File: src/mst_pkg.sv
`timescale 1ns / 1ps
// Shared types and constants for the multi-slot timer core.
// No dependencies; used by every module under src.
package mst_pkg;

  localparam int SLOTS      = 16;
  localparam int COUNT_BITS = 16;
  localparam int MASK_BITS  = 16;
  localparam int IDX_W      = (SLOTS > 1) ? $clog2(SLOTS) : 1;
  // one bit above both the index and the 4-bit slot field, so MASK_BITS fits
  localparam int CMP_W      = ((IDX_W > 4) ? IDX_W : 4) + 1;

  typedef enum logic [2:0] {
    OP_TICK   = 3'd0,
    OP_CREATE = 3'd1,
    OP_DELETE = 3'd2,
    OP_START  = 3'd3,
    OP_STOP   = 3'd4
  } op_e;

  typedef struct packed {
    logic [2:0]  func;
    logic [3:0]  slot;
    logic [15:0] initial_delay;
    logic [15:0] repeat_count;
    logic        start_running;
  } in_t;

  typedef struct packed {
    logic [3:0]  new_slot;
    logic        status;
    logic [15:0] fire_mask;
  } out_t;

  typedef struct packed {
    logic                  used;
    logic                  running;
    logic [COUNT_BITS-1:0] remaining;
    logic [COUNT_BITS-1:0] reload;
    logic [COUNT_BITS-1:0] firings;
  } entry_t;

  typedef struct packed {
    entry_t entry;
    logic   we;
    logic   fire;
    logic   take;
    logic   del_hit;
  } alu_res_t;

endpackage

File: src/mst_slot_table.sv
`timescale 1ns / 1ps
// Per-slot timer state held in flops, read and written at the sweep index.
// Depends on mst_pkg.
module mst_slot_table (
  input  logic                    clk_i,
  input  logic                    rst_ni,
  input  logic [mst_pkg::IDX_W-1:0] idx_i,
  input  logic                    we_i,
  input  mst_pkg::entry_t         wr_i,
  output mst_pkg::entry_t         rd_o
);

  logic [mst_pkg::SLOTS-1:0]      used_q;
  logic [mst_pkg::SLOTS-1:0]      running_q;
  logic [mst_pkg::COUNT_BITS-1:0] remaining_q [mst_pkg::SLOTS];
  logic [mst_pkg::COUNT_BITS-1:0] reload_q    [mst_pkg::SLOTS];
  logic [mst_pkg::COUNT_BITS-1:0] firings_q   [mst_pkg::SLOTS];

  always_comb begin
    rd_o.used      = used_q[idx_i];
    rd_o.running   = running_q[idx_i];
    rd_o.remaining = remaining_q[idx_i];
    rd_o.reload    = reload_q[idx_i];
    rd_o.firings   = firings_q[idx_i];
  end

  always_ff @(posedge clk_i or negedge rst_ni) begin
    if (!rst_ni) begin
      used_q    <= '0;
      running_q <= '0;
      for (int i = 0; i < mst_pkg::SLOTS; i++) begin
        remaining_q[i] <= '0;
        reload_q[i]    <= '0;
        firings_q[i]   <= '0;
      end
    end else if (we_i) begin
      used_q[idx_i]      <= wr_i.used;
      running_q[idx_i]   <= wr_i.running;
      remaining_q[idx_i] <= wr_i.remaining;
      reload_q[idx_i]    <= wr_i.reload;
      firings_q[idx_i]   <= wr_i.firings;
    end
  end

endmodule

File: src/mst_slot_alu.sv
`timescale 1ns / 1ps
// Shared slot update unit: next state of one slot for the current operation.
// Depends on mst_pkg.
module mst_slot_alu (
  input  mst_pkg::in_t              req_i,
  input  logic [mst_pkg::IDX_W-1:0] idx_i,
  input  mst_pkg::entry_t           entry_i,
  input  logic                      found_i,
  output mst_pkg::alu_res_t         res_o
);

  logic slot_match;

  assign slot_match = (mst_pkg::CMP_W'(req_i.slot) == mst_pkg::CMP_W'(idx_i));

  always_comb begin
    res_o.entry   = entry_i;
    res_o.we      = 1'b0;
    res_o.fire    = 1'b0;
    res_o.take    = 1'b0;
    res_o.del_hit = 1'b0;
    case (req_i.func)
      mst_pkg::OP_TICK: begin
        res_o.we = 1'b1;
        if (entry_i.remaining != '0) begin
          res_o.entry.remaining = entry_i.remaining - 1'b1;
        end else if (entry_i.running && entry_i.used) begin
          res_o.fire = 1'b1;
          if (entry_i.firings == mst_pkg::COUNT_BITS'(1)) begin
            // last permitted firing: free the slot
            res_o.entry.used      = 1'b0;
            res_o.entry.running   = 1'b0;
            res_o.entry.remaining = '0;
            res_o.entry.firings   = '0;
          end else begin
            res_o.entry.remaining = entry_i.reload;
            if (entry_i.firings != '0) begin
              res_o.entry.firings = entry_i.firings - 1'b1;
            end
          end
        end
      end
      mst_pkg::OP_CREATE: begin
        if (!found_i && !entry_i.used) begin
          res_o.we              = 1'b1;
          res_o.take            = 1'b1;
          res_o.entry.used      = 1'b1;
          res_o.entry.running   = req_i.start_running;
          res_o.entry.remaining = mst_pkg::COUNT_BITS'(req_i.initial_delay);
          res_o.entry.reload    = mst_pkg::COUNT_BITS'(req_i.initial_delay);
          res_o.entry.firings   = mst_pkg::COUNT_BITS'(req_i.repeat_count);
        end
      end
      mst_pkg::OP_DELETE: begin
        if (slot_match && entry_i.used) begin
          // keep the reload value
          res_o.we              = 1'b1;
          res_o.del_hit         = 1'b1;
          res_o.entry.used      = 1'b0;
          res_o.entry.running   = 1'b0;
          res_o.entry.remaining = '0;
          res_o.entry.firings   = '0;
        end
      end
      mst_pkg::OP_START: begin
        if (slot_match) begin
          res_o.we            = 1'b1;
          res_o.entry.running = 1'b1;
        end
      end
      mst_pkg::OP_STOP: begin
        if (slot_match) begin
          res_o.we            = 1'b1;
          res_o.entry.running = 1'b0;
        end
      end
      default: begin
      end
    endcase
  end

endmodule

File: src/multi_slot_software_timer_core.sv
`timescale 1ns / 1ps
// Multi-slot timer core: every operation sweeps the slot table, one slot per cycle.
// ST_DONE loads the result into the output register once the sweep has visited all slots.
// A new beat is taken only in ST_IDLE, as the single shared slot update unit runs one sweep.
// A finished result waits in the output register; a new beat is taken meanwhile.
// Reset (async, active low): all slots free, stopped and zeroed; no result pending.
// Depends on mst_pkg, mst_slot_table and mst_slot_alu.
module multi_slot_software_timer_core (
  input  logic          clk_i,
  input  logic          rst_ni,
  input  logic          in_valid_i,
  output logic          in_stall_o,
  input  mst_pkg::in_t  in_data_i,
  output logic          out_valid_o,
  input  logic          out_stall_i,
  output mst_pkg::out_t out_data_o
);

  typedef enum logic [1:0] {
    ST_IDLE,
    ST_SWEEP,
    ST_DONE
  } state_e;

  state_e                      state_q;
  logic [mst_pkg::IDX_W-1:0]   idx_q;
  mst_pkg::in_t                req_q;
  logic                        found_q;
  logic                        hit_q;
  logic [mst_pkg::MASK_BITS-1:0] fire_q;
  logic [3:0]                  new_slot_q;
  logic                        out_valid_q;
  mst_pkg::out_t               out_data_q;

  mst_pkg::entry_t             rd_entry;
  mst_pkg::alu_res_t           alu_res;
  logic [mst_pkg::CMP_W-1:0]   idx_ext;
  logic                        last_idx;
  logic                        table_we;
  mst_pkg::out_t               result;

  assign idx_ext    = mst_pkg::CMP_W'(idx_q);
  assign last_idx   = (idx_q == mst_pkg::IDX_W'(mst_pkg::SLOTS - 1));
  assign table_we   = (state_q == ST_SWEEP) && alu_res.we;
  assign in_stall_o = (state_q != ST_IDLE);
  assign out_valid_o = out_valid_q;
  assign out_data_o  = out_data_q;

  always_comb begin
    result.new_slot  = new_slot_q;
    result.fire_mask = fire_q;
    result.status    = ((req_q.func == mst_pkg::OP_CREATE) && !found_q) ||
                       ((req_q.func == mst_pkg::OP_DELETE) && !hit_q);
  end

  mst_slot_table u_table (
    .clk_i  (clk_i),
    .rst_ni (rst_ni),
    .idx_i  (idx_q),
    .we_i   (table_we),
    .wr_i   (alu_res.entry),
    .rd_o   (rd_entry)
  );

  mst_slot_alu u_alu (
    .req_i   (req_q),
    .idx_i   (idx_q),
    .entry_i (rd_entry),
    .found_i (found_q),
    .res_o   (alu_res)
  );

  always_ff @(posedge clk_i or negedge rst_ni) begin
    if (!rst_ni) begin
      state_q     <= ST_IDLE;
      idx_q       <= '0;
      req_q       <= '0;
      found_q     <= 1'b0;
      hit_q       <= 1'b0;
      fire_q      <= '0;
      new_slot_q  <= '0;
      out_valid_q <= 1'b0;
      out_data_q  <= '0;
    end else begin
      // load the next result when the register is free, else drop a taken beat
      if ((state_q == ST_DONE) && (!out_valid_q || !out_stall_i)) begin
        out_data_q  <= result;
        out_valid_q <= 1'b1;
      end else if (out_valid_q && !out_stall_i) begin
        out_valid_q <= 1'b0;
      end
      case (state_q)
        ST_IDLE: begin
          if (in_valid_i) begin
            req_q      <= in_data_i;
            idx_q      <= '0;
            found_q    <= 1'b0;
            hit_q      <= 1'b0;
            fire_q     <= '0;
            new_slot_q <= '0;
            state_q    <= ST_SWEEP;
          end
        end
        ST_SWEEP: begin
          if (alu_res.take) begin
            found_q    <= 1'b1;
            new_slot_q <= idx_ext[3:0];
          end
          if (alu_res.del_hit) begin
            hit_q <= 1'b1;
          end
          // slots beyond the mask width fire silently
          if (alu_res.fire && (idx_ext < mst_pkg::CMP_W'(mst_pkg::MASK_BITS))) begin
            fire_q[idx_ext[3:0]] <= 1'b1;
          end
          if (last_idx) begin
            state_q <= ST_DONE;
          end else begin
            idx_q <= idx_q + 1'b1;
          end
        end
        ST_DONE: begin
          // hold until the output register is free
          if (!out_valid_q || !out_stall_i) begin
            state_q <= ST_IDLE;
          end
        end
        default: begin
          state_q <= ST_IDLE;
        end
      endcase
    end
  end

`ifndef SYNTHESIS
  a_busy_after_accept: assert property (@(posedge clk_i) disable iff (!rst_ni)
    (in_valid_i && !in_stall_o) |=> (state_q == ST_SWEEP) && (idx_q == '0))
    else $error("sweep did not start at slot 0 after an accepted beat");

  a_sweep_runs_on: assert property (@(posedge clk_i) disable iff (!rst_ni)
    (state_q == ST_SWEEP && !last_idx) |=> (state_q == ST_SWEEP))
    else $error("sweep left before the last slot");

  a_fire_only_on_tick: assert property (@(posedge clk_i) disable iff (!rst_ni)
    (state_q == ST_SWEEP && alu_res.fire) |-> (req_q.func == mst_pkg::OP_TICK))
    else $error("slot fired outside a tick");

  a_new_slot_only_create: assert property (@(posedge clk_i) disable iff (!rst_ni)
    (state_q == ST_DONE && req_q.func != mst_pkg::OP_CREATE) |->
      (result.new_slot == '0))
    else $error("new slot reported for an operation other than create");

  a_no_fail_with_fire: assert property (@(posedge clk_i) disable iff (!rst_ni)
    (state_q == ST_DONE && result.status) |-> (result.fire_mask == '0))
    else $error("failed status carries a fire mask");
`endif

endmodule
File: config.mk
export PLATFORM = sky130hd
export DESIGN_NAME = multi_slot_software_timer_core
export DESIGN_NICKNAME = d
export VERILOG_FILES = /design/src/mst_pkg.sv /design/src/mst_slot_table.sv /design/src/mst_slot_alu.sv /design/src/multi_slot_software_timer_core.sv
export SDC_FILE = /design/constraint.sdc
export NUM_CORES = 2
export LEC_CHECK = 0
export BUFFER_PORTS_ARGS = -buffer_cell sky130_fd_sc_hd__buf_2
export CAP_MARGIN = 10
export CORE_MARGIN = 5
export CORE_UTILIZATION = 45
export DETAILED_ROUTE_END_ITERATION = 10
export GPL_ROUTABILITY_DRIVEN = 0
export GPL_TIMING_DRIVEN = 0
export SLEW_MARGIN = 20
export SYNTH_ARGS = -nofsm -noshare
export SYNTH_HDL_FRONTEND = slang
export SYNTH_SLANG_ARGS = --single-unit
File: constraint.sdc
create_clock -name clk_i -period 7.7 [get_ports clk_i]
set_clock_uncertainty 0.15 [all_clocks]
set_input_delay 0.77 -clock clk_i [delete_from_list [all_inputs] [get_ports clk_i]]
set_output_delay 0.77 -clock clk_i [all_outputs]
set_load 0.01 [all_outputs]
==> summary.txt <==
Layout
  • Fillers: 8021
  • Final net count: 3948
  • Layout overhead on the synthesized area: 13.0%
  • Share of post-route cells with drive strength above 1: 14.3%
  • FF/Latch Area: 22300 um2
  • Multi-input combinational cell area: 16300 um2

Clock tree
  • TritonCTS clock tree: yes
  • Worst-path clk slew: 70 ps
  • H-tree levels: 3
  • Clock Path Buffers: 3
  • Total clock sinks: 890
  • Inserted Clock Buffers: 93
  • Skew-Pair Late Insertion Delay: 680 ps
  • Postcts setup bufs: 0
  • Root buf cell: clkbuf_16

STA
  • Minimum clock period: 7680 ps
  • Worst slew pin tran: 1270 ps
  • RSZ-0062 raised after global routing: false
  • Worst slew margin: 15.2%
  • Slack of the critical path: 22.6 ps
  • Final hold viol count: 0
  • Hold slack: 145 ps
  • Final slew viol count: 0
  • Endpoints failing setup: 0
  • Final period util: 99.7%
  • Setup TNS: 0 ps
  • Max frequency: 0.130 GHz

Route
  • Antenna Nets Post-Route: 0
  • Detailed Routing Iterations Pass 1: 7
  • DR vias/cell: 6.30
  • # DRC: 0
  • Vias: 32322
  • Total wire length: 150000 um
  • Starting DRT DRC Count: 4581
  • Avg WL per Cell: 29.2 um

Worst setup path
  • CP dominant cell by count: clkbuf_1
  • Critical Path Source Type: flop
  • CP max stage delay: 1010 ps
  • Crit path required time: 8050 ps
  • Critical path arrival: 8030 ps
  • Slowest cell on crit path: nor2_1
  • Critical path class: reg2reg
  • CP Max Fanout: 10
  • Crit-path cells: clkbuf_1 -> nor2_1 -> clkbuf_1 -> clkbuf_1 -> a22oi_1 -> nand2_1 -> ha_1 -> nor4b_1 -> nand4_1 -> o21ai_1 -> buf_2 -> a21oi_1 -> nor2_1 -> clkbuf_1 -> a21oi_1
  • Crit. End Element: flop
  • Crit path max-delay family: buffers and inverters
  • Crit path buf inv count: 5

Run
  • Max cap viols: 0

Global route
  • Met1 GRT Util: 44.9%
  • Largest net degree at the start of global routing: 135
  • Via count of the first global-routing pass: 31534
  • Antenna violations before repair: 5
  • Met3 usage: 9.30%
  • Grt total ovfl: 0
  • GRT Util Overall: 31.3%
  • Met2 usage: 44.8%
  • GR peak layer: met1
  • First-pass GRT wire length: 219000 um

Pwr
  • Power Total: 23.0 mW
  • Peak VDD IR: 0.240 mV
  • PD cells: 510 nW/um2
  • Lkg Pwr: 19.6 nW

Placed design
  • Pre-CTS WS: 570 ps
  • Detailed placer's ending HPWL: 106000 um
  • IO buf count: 66

Yosys
  • Top FF cell, synth: dfrtp_1
  • Top-count cell post-synth: dfrtp_1
  • Biggest area consumer among synthesized cells: dfrtp_1
  • Yosys warnings: 0
  • FFs w/ async S/R, synth: 100%
  • Cell count after synthesis: 3723
  • Synth cell count leaders: 890 x dfrtp_1, 675 x nand2_1, 470 x o21ai_0
  • Yosys reg bits: 890
  • Post-synth EDFFs: 0
  • Count of cell types in the netlist: 83
  • Mapped cell area: 40000 um2
  • Syn Area/Cell: 10.7 um2
  • Synth top area share: 55.7%
  • Post-synthesis sequential area ratio: 55.7%
  • Syn Nets: 3775
  • Main area contributors after synthesis: dfrtp_1 56%, mux4_2 11%, nand2_1 6.3%

Floorplan
  • Starting density of the core: 45.3%
  • Core Region: 88200 um2
  • Die Wd: 308 um
  • IO Count: 67
  • Die height: 308 um
  • Die Area: 94900 um2
  • Num rows: 109

Worst hold path
  • Hold Path Class: in2reg

Outcome
  • Status: finished clean
cells by family after synthesis:
family / after synthesis / synth area share (%)
fa+ha+maj: 8 / 0.250
flops: 890 / 55.7
compound gates: 988 / 13.9
buf+inv: 335 / 3.67
mux: 258 / 13.4
xor+xnor: 9 / 0.197
simple gates: 1235 / 12.9
through the flow:
step	std cells	instance area, um2	utilization, %
after floorplan	3723	40000	-
after global placement	4954	41800	47.3
after detailed placement	4963	42000	47.6
after CTS	5127	45100	51.2
after global routing	5129	45200	51.2
final	5132	45200	51.2
layer usage:
metal	routed length, um	vias up
met5	14	-
met4	7090	2
met3	18500	385
met2	63600	1919
met1	60600	16602
li1	-	13414
power breakdown:
group	switching (mW)	leakage, nW	internal, mW	total [mW]
combinational	7.25	6.38	3.48	10.7
clock	1.95	1.54	2.73	4.68
sequential	1.10	11.7	6.53	7.63
total	10.3	19.6	12.7	23.0
worst register-to-register path: stages, from the launching register on:
cell and delay (ps):
dfrtp_1 500, clkbuf_1 380, nor2_1 1020, clkbuf_1 1010
clkbuf_1 690, a22oi_1 140, nand2_1 380, ha_1 210
nor4b_1 240, nand4_1 480, o21ai_1 370, buf_2 320
a21oi_1 100, nor2_1 680, clkbuf_1 630, a21oi_1 190
final cells by class:
| class | count | area share [%] |
|---|---|---|
| clock buffers | 131 | 5.96 |
| diodes | 3 | 0.0166 |
| multi-input cells | 2498 | 36.0 |
| inverters | 10 | 0.0831 |
| well taps | 1165 | 3.23 |
| plain buffers | 325 | 3.19 |
| clock inverters | 32 | 0.947 |
| repair buffers | 78 | 1.27 |
| flip-flops and latches | 890 | 49.3 |
layout by cell type, fill, tap and decap left out, types with 7 or more instances in the layout:
cell / count
mux2i_1: 23
mux4_1: 17
o21ai_1: 7
bufinv_16: 9
a211oi_2: 7
inv_1: 10
and2_1: 15
nand3_1: 36
clkbuf_8: 20
dfrtp_1: 890
a21oi_1: 369
clkbuf_1: 263
xnor2_1: 8
buf_2: 112
clkbuf_16: 94
mux2_2: 21
buf_16: 7
nor3_1: 15
nand4_1: 14
and3_1: 23
a31oi_1: 11
o21ai_0: 469
buf_1: 10
nand2_1: 675
a21oi_2: 10
nor2b_1: 8
mux4_2: 197
and4_1: 9
nor2_1: 389
clkinv_2: 16
a22o_1: 15
ha_1: 8
buf_6: 11
a221oi_2: 9
a22oi_1: 43
final timing paths:
path,startpoint,endpoint,slack (ps),depth (start not counted)
min in group asynchronous,rst_ni,u_table.reload_q[27],490,2
min reg2reg,u_table.remaining_q[142],u_table.remaining_q[142],320,2
min,in_data_i[37],req_q[37],150,3
max in group asynchronous,rst_ni,u_table.firings_q[104],4930,5
max,idx_q[2],u_table.running_q[3],20,15
max reg2reg,idx_q[2],u_table.running_q[3],20,15
repair_timing:
item	4_1_cts	5_1_grt
endpoints found under the hold margin	85	0
hold buffers	1	0
resized for setup	0	0
state kept, by name (all words and copies together) (netlist names):
| signal | cells |
|---|---|
| state_q | 2 |
| found_q | 1 |
| u_table.running_q | 16 |
| u_table.remaining_q | 256 |
| u_table.firings_q | 256 |
| fire_q | 16 |
| out_valid_o | 1 |
| out_data_o | 21 |
| new_slot_q | 4 |
| req_q | 40 |
| hit_q | 1 |
| idx_q | 4 |
| u_table.reload_q | 256 |
| u_table.used_q | 16 |
No activity file was read; power rests on OpenSTA's default activity.
